### config.mk
export PLATFORM = sky130hd
export DESIGN_NAME = timed_voice_slot_allocator
export DESIGN_NICKNAME = d
export VERILOG_FILES = /design/src/rtl/core/tvsa_pkg.sv /design/src/rtl/core/timed_voice_slot_allocator.sv
export SDC_FILE = /design/constraint.sdc
export NUM_CORES = 1
export LEC_CHECK = 0
export BUFFER_PORTS_ARGS = -buffer_cell sky130_fd_sc_hd__buf_2
export CORE_ASPECT_RATIO = 1.5
export CORE_MARGIN = 2
export CORE_UTILIZATION = 44
export DETAILED_ROUTE_END_ITERATION = 7
export SETUP_SLACK_MARGIN = 0.1
export SYNTH_ARGS = -nofsm -noshare
export SYNTH_HDL_FRONTEND = slang
export SYNTH_SLANG_ARGS = --single-unit
### constraint.sdc
create_clock -name i_clk -period 6 [get_ports i_clk]
set_clock_uncertainty 0.1 [all_clocks]
set_input_delay 1.2 -clock i_clk [delete_from_list [all_inputs] [get_ports i_clk]]
set_output_delay 1.2 -clock i_clk [all_outputs]
set_load 0.02 [all_outputs]
### src/rtl/core/tvsa_pkg.sv
// Timed voice slot allocator: shared types and codes.
// No dependencies; used by timed_voice_slot_allocator.
package tvsa_pkg;

    localparam logic [1:0] OP_TICK = 2'd0;
    localparam logic [1:0] OP_PLAY = 2'd1;

    localparam logic [1:0] STAT_STARTED = 2'd0;
    localparam logic [1:0] STAT_NO_SLOT = 2'd1;
    localparam logic [1:0] STAT_STOPPED = 2'd2;
    localparam logic [1:0] STAT_TICKED  = 2'd3;

    localparam logic [31:0] DUR_MAX = 32'h8000_0000;

    typedef enum logic [1:0] {
        S_IDLE,
        S_PLAY,
        S_TICK,
        S_TICK_END
    } t_state;

endpackage

### src/rtl/core/timed_voice_slot_allocator.sv
// Timed voice slot allocator top level: slot flags, stop-time memory and sequencer.
// Depends on tvsa_pkg.
//
// A word is accepted when i_start is high and o_busy is low. Stop all completes in the
// accepting cycle. Play scans the slot flags one slot per cycle from slot 0. Tick walks the
// stop-time memory one entry per cycle, with a registered read. The result word appears on
// the o_ ports, marked by o_valid, for exactly one cycle in the cycle after the work ends;
// it must be taken then, since it cannot be held off. A new word may be started in that
// same cycle.
module timed_voice_slot_allocator #(
    parameter int SLOT_COUNT = 8
) (
    input  logic        i_clk,
    input  logic        i_rst_n,
    input  logic        i_start,
    input  logic [1:0]  i_operation,
    input  logic [31:0] i_duration_ms,
    input  logic [23:0] i_frequency,
    output logic        o_busy,
    output logic        o_valid,
    output logic [1:0]  o_status,
    output logic [2:0]  o_slot,
    output logic [23:0] o_slot_frequency,
    output logic [7:0]  o_active_mask,
    output logic [7:0]  o_expired_mask
);

    localparam int SW = (SLOT_COUNT > 1) ? $clog2(SLOT_COUNT) : 1;
    localparam logic [SW-1:0] LAST = SW'(SLOT_COUNT - 1);

    tvsa_pkg::t_state r_state, n_state;

    logic [SLOT_COUNT-1:0] r_active, n_active;
    logic [SLOT_COUNT-1:0] r_timed,  n_timed;
    logic [SLOT_COUNT-1:0] r_exp,    n_exp;
    logic [31:0]           r_now,    n_now;
    logic [31:0]           r_dur,    n_dur;
    logic [23:0]           r_freq,   n_freq;
    logic [SW-1:0]         r_idx,    n_idx;
    logic [SW-1:0]         r_chk_idx, n_chk_idx;
    logic                  r_chk_vld, n_chk_vld;

    logic                  r_valid,  n_valid;
    logic [1:0]            r_status, n_status;
    logic [2:0]            r_slot,   n_slot;
    logic [23:0]           r_sfreq,  n_sfreq;
    logic [7:0]            r_amask,  n_amask;
    logic [7:0]            r_emask,  n_emask;

    logic [31:0]           mem [SLOT_COUNT];
    logic [31:0]           r_rd_data;
    logic                  mem_we;
    logic [31:0]           diff;

    function automatic logic [7:0] low8(input logic [SLOT_COUNT-1:0] v);
        logic [7:0] m;
        m = '0;
        for (int b = 0; b < 8; b++) begin
            if (b < SLOT_COUNT) begin
                m[b] = v[b];
            end
        end
        return m;
    endfunction

    function automatic logic [2:0] slot3(input logic [SW-1:0] v);
        logic [2:0] s;
        s = '0;
        for (int b = 0; b < 3; b++) begin
            if (b < SW) begin
                s[b] = v[b];
            end
        end
        return s;
    endfunction

    // stop-time memory
    always_ff @(posedge i_clk) begin
        if (mem_we) begin
            mem[r_idx] <= r_now + r_dur;
        end
        r_rd_data <= mem[r_idx];
    end

    assign diff = r_now - r_rd_data;

    always_comb begin
        n_state   = r_state;
        n_active  = r_active;
        n_timed   = r_timed;
        n_exp     = r_exp;
        n_now     = r_now;
        n_dur     = r_dur;
        n_freq    = r_freq;
        n_idx     = r_idx;
        n_chk_idx = r_chk_idx;
        n_chk_vld = r_chk_vld;
        n_valid   = 1'b0;
        n_status  = r_status;
        n_slot    = r_slot;
        n_sfreq   = r_sfreq;
        n_amask   = r_amask;
        n_emask   = r_emask;
        mem_we    = 1'b0;

        case (r_state)
            tvsa_pkg::S_IDLE: begin
                if (i_start) begin
                    n_dur     = (i_duration_ms > tvsa_pkg::DUR_MAX) ? tvsa_pkg::DUR_MAX
                                                                    : i_duration_ms;
                    n_freq    = i_frequency;
                    n_idx     = '0;
                    n_chk_vld = 1'b0;
                    n_exp     = '0;
                    if (i_operation[1]) begin
                        n_active = '0;
                        n_timed  = '0;
                        n_valid  = 1'b1;
                        n_status = tvsa_pkg::STAT_STOPPED;
                        n_slot   = '0;
                        n_sfreq  = '0;
                    end else if (i_operation == tvsa_pkg::OP_PLAY) begin
                        n_state = tvsa_pkg::S_PLAY;
                    end else begin
                        n_now   = r_now + 32'd1;
                        n_state = tvsa_pkg::S_TICK;
                    end
                end
            end
            tvsa_pkg::S_PLAY: begin
                if (!r_active[r_idx]) begin
                    mem_we          = (r_dur != '0);
                    n_active[r_idx] = 1'b1;
                    n_timed[r_idx]  = (r_dur != '0);
                    n_valid         = 1'b1;
                    n_status        = tvsa_pkg::STAT_STARTED;
                    n_slot          = slot3(r_idx);
                    n_sfreq         = r_freq;
                    n_state         = tvsa_pkg::S_IDLE;
                end else if (r_idx == LAST) begin
                    n_valid  = 1'b1;
                    n_status = tvsa_pkg::STAT_NO_SLOT;
                    n_slot   = '0;
                    n_sfreq  = '0;
                    n_state  = tvsa_pkg::S_IDLE;
                end else begin
                    n_idx = r_idx + SW'(1);
                end
            end
            tvsa_pkg::S_TICK: begin
                n_chk_vld = 1'b1;
                n_chk_idx = r_idx;
                if (r_idx == LAST) begin
                    n_state = tvsa_pkg::S_TICK_END;
                end else begin
                    n_idx = r_idx + SW'(1);
                end
            end
            tvsa_pkg::S_TICK_END: begin
                n_valid   = 1'b1;
                n_chk_vld = 1'b0;
                n_status  = tvsa_pkg::STAT_TICKED;
                n_slot    = '0;
                n_sfreq   = '0;
                n_state   = tvsa_pkg::S_IDLE;
            end
            default: begin
                n_state = tvsa_pkg::S_IDLE;
            end
        endcase

        // expiry check on the entry read last cycle
        if ((r_state == tvsa_pkg::S_TICK || r_state == tvsa_pkg::S_TICK_END) && r_chk_vld
            && r_active[r_chk_idx] && r_timed[r_chk_idx] && !diff[31]) begin
            n_active[r_chk_idx] = 1'b0;
            n_timed[r_chk_idx]  = 1'b0;
            n_exp[r_chk_idx]    = 1'b1;
        end

        if (n_valid) begin
            n_amask = low8(n_active);
            n_emask = (r_state == tvsa_pkg::S_TICK_END) ? low8(n_exp) : 8'd0;
        end
    end

    always_ff @(posedge i_clk) begin
        if (!i_rst_n) begin
            r_state   <= tvsa_pkg::S_IDLE;
            r_active  <= '0;
            r_timed   <= '0;
            r_now     <= '0;
            r_chk_vld <= 1'b0;
            r_valid   <= 1'b0;
        end else begin
            r_state   <= n_state;
            r_active  <= n_active;
            r_timed   <= n_timed;
            r_now     <= n_now;
            r_chk_vld <= n_chk_vld;
            r_valid   <= n_valid;
        end
    end

    always_ff @(posedge i_clk) begin
        r_exp     <= n_exp;
        r_dur     <= n_dur;
        r_freq    <= n_freq;
        r_idx     <= n_idx;
        r_chk_idx <= n_chk_idx;
        r_status  <= n_status;
        r_slot    <= n_slot;
        r_sfreq   <= n_sfreq;
        r_amask   <= n_amask;
        r_emask   <= n_emask;
    end

    assign o_busy           = (r_state != tvsa_pkg::S_IDLE);
    assign o_valid          = r_valid;
    assign o_status         = r_status;
    assign o_slot           = r_slot;
    assign o_slot_frequency = r_sfreq;
    assign o_active_mask    = r_amask;
    assign o_expired_mask   = r_emask;

    a_valid_not_busy: assert property (@(posedge i_clk) disable iff (!i_rst_n)
        r_valid |-> !o_busy)
        else $error("result word while busy");

    a_accept_progress: assert property (@(posedge i_clk) disable iff (!i_rst_n)
        (i_start && !o_busy) |=> (o_valid || o_busy))
        else $error("accepted word neither answered nor in progress");

    a_timed_subset: assert property (@(posedge i_clk) disable iff (!i_rst_n)
        (r_timed & ~r_active) == '0)
        else $error("timed mark on inactive slot");

    a_no_slot_full: assert property (@(posedge i_clk) disable iff (!i_rst_n)
        (r_valid && r_status == tvsa_pkg::STAT_NO_SLOT) |-> (&r_active))
        else $error("no-slot reported with a free slot");

    a_expiry_tick_only: assert property (@(posedge i_clk) disable iff (!i_rst_n)
        (r_valid && r_status != tvsa_pkg::STAT_TICKED) |-> (r_emask == 8'd0))
        else $error("expiry mask outside tick");

endmodule
# After elaboration in Yosys (flattened, before gate mapping)
# Memories as Yosys holds them, arrays and structs flattened. A register that Yosys moved wholly into a read port is not among the register bits.
# Cells that the tools add are included.
totals:
  out_inout_bits: 47
  latchBits: 0
  regBits: 167
  ram_bits: 256
  mem_bits_ro: 0
  mem_count: 1
mem_list:
  columns: ["memory", "depth", "word_bits", "rd", "rd_clocked_by_memory_dff", "write_ports", "line", "text"]
  rows:
  - ["mem", 8, 32, 1, 1, 1, "timed_voice_slot_allocator.sv:50", "logic [31:0] mem [SLOT_COUNT];"]
op_classes:
  n_shift: 0
  n_addsub: 4
  div: 0
  n_eq_ne: 11
  muxes: 61
  n_reduce_logical: 20
  n_bitwise: 7
  multipliers: 0
  n_lt_le_gt_ge: 5
ops:
  columns: ["op", "count"]
  rows:
  - ["$mux 24", 4]
  - ["$mux 8", 11]
  - ["$pmux 24 s3", 1]
  - ["$add 32x1->32 const B", 1]
  - ["$add 32x32->32", 1]
  - ["$gt 32x32->1 const B", 1]
  - ["$pmux 8 s2", 2]
  - ["$reduce_bool 32->1", 1]
  - ["$sub 32x32->32", 1]
  - ["$mux 3", 7]
  - ["$mux 2", 10]
  - ["$pmux 3 s3", 2]
  - ["$and 8x8->8", 2]
  - ["$or 8x8->8", 2]
  - ["$mux 1", 14]
  - ["$reduce_and 4->1", 3]
  - ["$ne 2x2->1 const B", 5]
  - ["$bmux 1 s3", 3]
  - ["$reduce_bool 3->1", 3]
  - ["$bwmux 8", 1]
  - ["$lt 3x4->1 const B", 2]
  - ["$not 8->8", 1]
  - ["$pmux 2 s4", 1]
  - ["$demux 1 s3", 2]
  - ["other kinds (16)", 27]

# Depth between registers and ports, before layout
logic_depth:
  depth_word: 9
  ltp_mapped: 11
  mapped_depth_nobuf: 10

# Worst setup path after synthesis
# No wires, ideal clock.
synth_path:
  path_kind: "reg2reg"
  from: "register r_idx[1]"
  to: "register r_slot[0] (netlist: o_slot[0]), enable pin"
  arrival_time_ns: 4.140
  setup_ns: 0.460
  path_slack_ns: 1.300
  stages_incl_launch_ff: 8
  synth_period_minus_slack_ns: 4.700
  t_required_ns: 5.440
  path_cell_list: "edfxtp_1 buf_6 mux2_4 a221o_1 a222oi_1 buf_1 nor2_1 a211oi_1"
synth_between:
  elab_chain_len: 4
  word_cells_on_any_way: 5
  classes_between: "2 x eq/ne; 2 x mux; 1 x reduce/logical"
synth_rtl:
  columns: ["item", "line", "text"]
  rows:
  - ["from (decl)", "timed_voice_slot_allocator.sv:39", "logic [SW-1:0] r_idx, n_idx;"]
  - ["from (signal assigned)", "timed_voice_slot_allocator.sv:208", "r_idx <= n_idx;"]
  - ["$bmux 1 s3", "timed_voice_slot_allocator.sv:131", "if (!r_active[r_idx]) begin"]
  - ["$mux 1 (not written as such)", "timed_voice_slot_allocator.sv:131", null]
  - ["$ne 3x3->1 (no source line) (*)", null, null]
  - ["$reduce_and 4->1 (no source line) (*)", null, null]
  - ["to (signal assigned)", "timed_voice_slot_allocator.sv:211", "r_slot <= n_slot;"]
  - ["to (decl)", "timed_voice_slot_allocator.sv:45", "logic [2:0] r_slot, n_slot;"]
# Every way passes the cells marked *; elsewhere a longest branch is shown, timed or not. The select of a mux whose other input is x is not followed.
# A chain may end at the register's enable or synchronous reset.

# Final worst setup path
layout_path:
  from: "register r_idx[1]"
  to: "memory mem[7][13], enable pin"
layout_between:
  elab_chain_len: 6
layout_rtl:
  columns: ["item", "line", "text"]
  rows:
  - ["$bmux 1 s3", "timed_voice_slot_allocator.sv:131", null]
  - ["$mux 1 (not written as such)", "timed_voice_slot_allocator.sv:131", null]
  - ["$mux 1", "timed_voice_slot_allocator.sv:131", null]
  - ["$mux 1", "timed_voice_slot_allocator.sv:106", "case (r_state)"]
  - ["$mux 1", "timed_voice_slot_allocator.sv:79", "if (mem_we) begin"]
  - ["$mux 1 (not written as such)", "timed_voice_slot_allocator.sv:80", "mem[r_idx] <= r_now + r_dur;"]
  - ["to (decl)", "timed_voice_slot_allocator.sv:50", null]
# Parallel ways exist; a longest one is shown, timed or not. The select of a mux whose other input is x is not followed.

==> summary.txt <==
Run status
  • Outcome: completed

Detailed routing
  • DR pass1 iterations: 5
  • Met1 WL: ~17 mm
  • Routed Wire Length: roughly 46 mm
  • Drt drc: 0
  • Iteration-0 DRC Markers: 971
  • Post-DRT Antenna Nets: 0
  • Met3 WL: between 1.5 and 2 mm
  • Average wire per standard cell: roughly 22 um
  • Met2 WL: about 25 mm
  • Highest routed layer: met4
  • Total number of vias: 11,900
  • Vias per Instance: 5.64

Power
  • Clock power frac: 29.4%
  • Part of the power in combinational logic: 23.6%
  • Power, Total: 9.44 mW
  • Switching portion of total power: 31.8%
  • Peak VDD IR: 0.000195 V
  • Internal: between 6 and 7 mW
  • Sw power: 3.00 mW
  • Pwr Density: 437 nW/um^2
  • Flop pwr share: 47.0%
  • Leakage power: just under 8 nW

Clock network
  • Clock transition at path regs: approximately 0.060 ns
  • CTS Buf Count: 43
  • H-tree Lvls: 2
  • CTS tree: done
  • Clk sink count: 455
  • # Post-CTS Setup Buffers: 0
  • Post-CTS Hold Buffers: 0
  • Clk_lat worst skew: 0.56 ns
  • Post_cts resized: 0
  • Clock Path Buffers: 3
  • Root buf cell: clkbuf_16

Logic synthesis
  • Cell area after synthesis: 18,900 um^2
  • Async set or reset register ratio after synthesis: 0%
  • EDFF count, synth: 363
  • Post-synthesis sequential area ratio: 67.4%
  • Yosys warnings: 0
  • Synthesized flop and latch total: 455
  • Netlist cell types: 67
  • Cell count after synthesis: approximately 1,400
  • Top_reg_cell synth: edfxtp_1
  • Synthesized area per cell: 13.6 um^2
  • Syn Nets: 1,520

Finish
  • Area of the multi-input gates: 5820 um^2
  • Storage element area: about 13,000 um^2
  • Fillers: 3,688
  • Final-stage net count: 1,636
  • Fin area: 21,600 um^2
  • Layout overhead on the synthesized area: 14.1%
  • Inserted Diodes: 0
  • Finished Core Util: 50.6%
  • Fraction of layout cells with a size suffix above 1: approximately 15%

Placed design
  • Port-buffer cells: ~110
  • Dpl cell area: 20,100 um^2
  • Hpwl dp: 30.0 mm
  • GP Congestion: roughly 0.85

Hold path
  • Min-delay src: r_exp[5]$_DFF_P_
  • Hold Crit Class: flop to flop

Worst setup path
  • Worst path cell trace: nor3b_4 -> buf_4 -> a222oi_1 -> buf_4 -> and2_4 -> nand2_2 -> nor2_4 -> buf_4
  • CP required: 6.16 ns
  • CP endpoint: mem[7][13]$_DFFE_PP_
  • R2R depth: 8
  • Critical Path Fanout Max: 36
  • Top cell by count, worst path: buf_4
  • Crit. Startpoint: r_idx[1]$_SDFFCE_PN0P_
  • Slowest CP cell: edfxtp_1
  • Critical path's largest stage delay: 0.67 ns
  • Buffers plus inverters on the worst setup path: 3
  • CP Data Arrival Time: 4.00 ns
  • Crit path launch type: flop
  • Cell family with most CP delay: simple AND/OR/NAND/NOR gates
  • Reg-to-reg endpoint: mem[7][13]$_DFFE_PP_
  • Crit path depth: 8
  • RR Startpoint: r_idx[1]$_SDFFCE_PN0P_
  • R2r setup slk: 2.16 ns
  • Setup crit end kind: flop
  • CP Class: flop to flop

GRT
  • Initial antenna violation count: 1
  • GR Util All Layers: a little over 20%
  • Total grt overflow: 0
  • Vias in the first global route: ~12,000
  • Largest net degree at the start of global routing: 58
  • First-pass GRT wire length: 70.3 mm

Die
  • Initial Util: roughly 44%
  • Core Box Area: between 40,000 and 50,000 um^2
  • Chip height: 258 um
  • Die area: 44,700 um^2
  • IO Count: 108
  • FP Rows: 93
  • Die width: around 170 um

STA
  • RSZ-0062 raised after global routing: false
  • Final period util: between 60 and 70%
  • Tmin final: 3.84 ns
  • Final setup viols: 0
  • Worst-margin pin slew: 1.24 ns
  • Hold slack: 0.341 ns
  • Max-slew headroom: 16.8%
  • Final Hold Fails: 0
  • F_max: 261 MHz
  • Slew Limit Fails: 0
  • TNS Setup: 0 ns

Job
  • Max-Cap Viols: 0
[state kept, by name (all words and copies together) (netlist names)]
| register | cells |
|---|---|
| r_state | 2 |
| r_idx | 3 |
| r_chk_vld | 1 |
| r_chk_idx | 3 |
| r_exp | 8 |
| o_status | 2 |
| o_slot | 3 |
| o_expired_mask | 8 |
| r_timed | 8 |
| r_rd_data | 32 |
| o_valid | 1 |
| o_slot_frequency | 24 |
| mem | 256 |
| r_freq | 24 |
| r_dur | 32 |
| r_now | 32 |
| r_active | 8 |
| o_active_mask | 8 |
[cells by family (layout without fill, tap and decap cells)]
kind of cell | Yosys count | in the layout | share of synthesized area, %
muxes | 14 | 14 | 0.860
adders and majority gates | 70 | 70 | 4.67
AOI/OAI and AO/OA | 318 | 318 | 11.6
and+or+nand+nor | 370 | 370 | 10.8
xor gates and xnor gates | 54 | 54 | 2.50
buffers and inverters | 108 | 258 | 2.23
DFF | 455 | 455 | 67.4
[power by group through the flow]
stage                     combinational, mW  sequential (mW)  clock (mW)
after floorplan                        1.25             4.57           0
after global placement                 2.21             4.49           0
after detailed placement               2.24             4.51           0
after CTS                              2.25             4.44        2.82
after global routing                   2.42             4.48        2.94
final                                  2.23             4.44        2.77
[area by class of cell]
type	instances	share of cell area, %
clock buffer	55	5.57
clock inverter	24	1.15
inverter	54	0.939
multi-input combinational	826	26.9
sequential	455	59.0
tap	570	3.30
timing repair buffer	125	3.11
[per-layer routing]
| metal | global-route usage, % | vias up |
|---|---|---|
| met3 | 2.55 | 109 |
| met1 | 22.5 | 5897 |
| met4 | 11.9 | 0 |
| met2 | 38.7 | 302 |
| met5 | 0 | - |
| li1 | - | 5582 |
[Yosys cell counts (all sizes together) (9+ instances only)]
cell,n,area (um^2)
inv,53,199
a21o,23,173
ha,69,863
nand4,47,300
clkbuf,50,188
and2,50,315
or3,9,56.3
nor2,53,199
edfxtp,363,10900
o21bai,12,90.1
and3,49,307
a22oi,132,991
nand2,56,213
o21ai,38,190
nand3,28,140
xnor2,34,298
a21oi,57,289
xor2,20,175
nor4,17,106
dfxtp,92,1840
nor3,22,120
[worst register-to-register path, cell delays in order (launching register included)]
cell and delay [ns]:
edfxtp_1 0.67, nor3b_4 0.27, buf_4 0.32, a222oi_1 0.39, buf_4 0.34, and2_4 0.31, nand2_2 0.16, nor2_4 0.62
buf_4 0.35
[per-stage QoR]
step / cells / setup WS, ns
2_1_floorplan: 1389 / 1.30
3_3_place_gp: 2030 / 2.15
3_5_place_dp: 2030 / 2.15
4_1_cts: 2109 / 2.15
5_1_grt: 2109 / 1.96
6_report: 2109 / 2.16
[cell usage in the layout, fill, tap and decap left out, types with 7 or more instances in the layout]
cell type	n
xnor2_1	34
nor2b_1	7
nor2_1	50
nand3_1	28
nand2_1	55
and2_1	49
buf_2	107
a22oi_1	132
inv_1	52
a21o_1	23
mux2i_1	8
clkbuf_16	45
ha_1	69
o21a_1	7
nor3_1	19
o21ai_0	35
or3_1	9
nor4_1	17
edfxtp_1	363
clkinv_1	7
o21bai_1	12
nand4_1	46
a21oi_1	56
buf_4	18
and3_1	44
a21boi_0	8
clkinv_2	7
o211ai_1	7
xor2_1	20
dfxtp_1	92
[how the worst min path moves through the flow]
stage	endpoint	slack [ns]	cells after the start
2_1_floorplan	r_exp[7]$_DFF_P_	0.31	2
3_3_place_gp	r_exp[7]$_DFF_P_	0.32	2
3_5_place_dp	r_exp[7]$_DFF_P_	0.33	2
4_1_cts	r_exp[7]$_DFF_P_	0.35	2
5_1_grt	r_exp[7]$_DFF_P_	0.38	2
6_report	r_exp[5]$_DFF_P_	0.34	2
(Power assumes the default switching activity.)
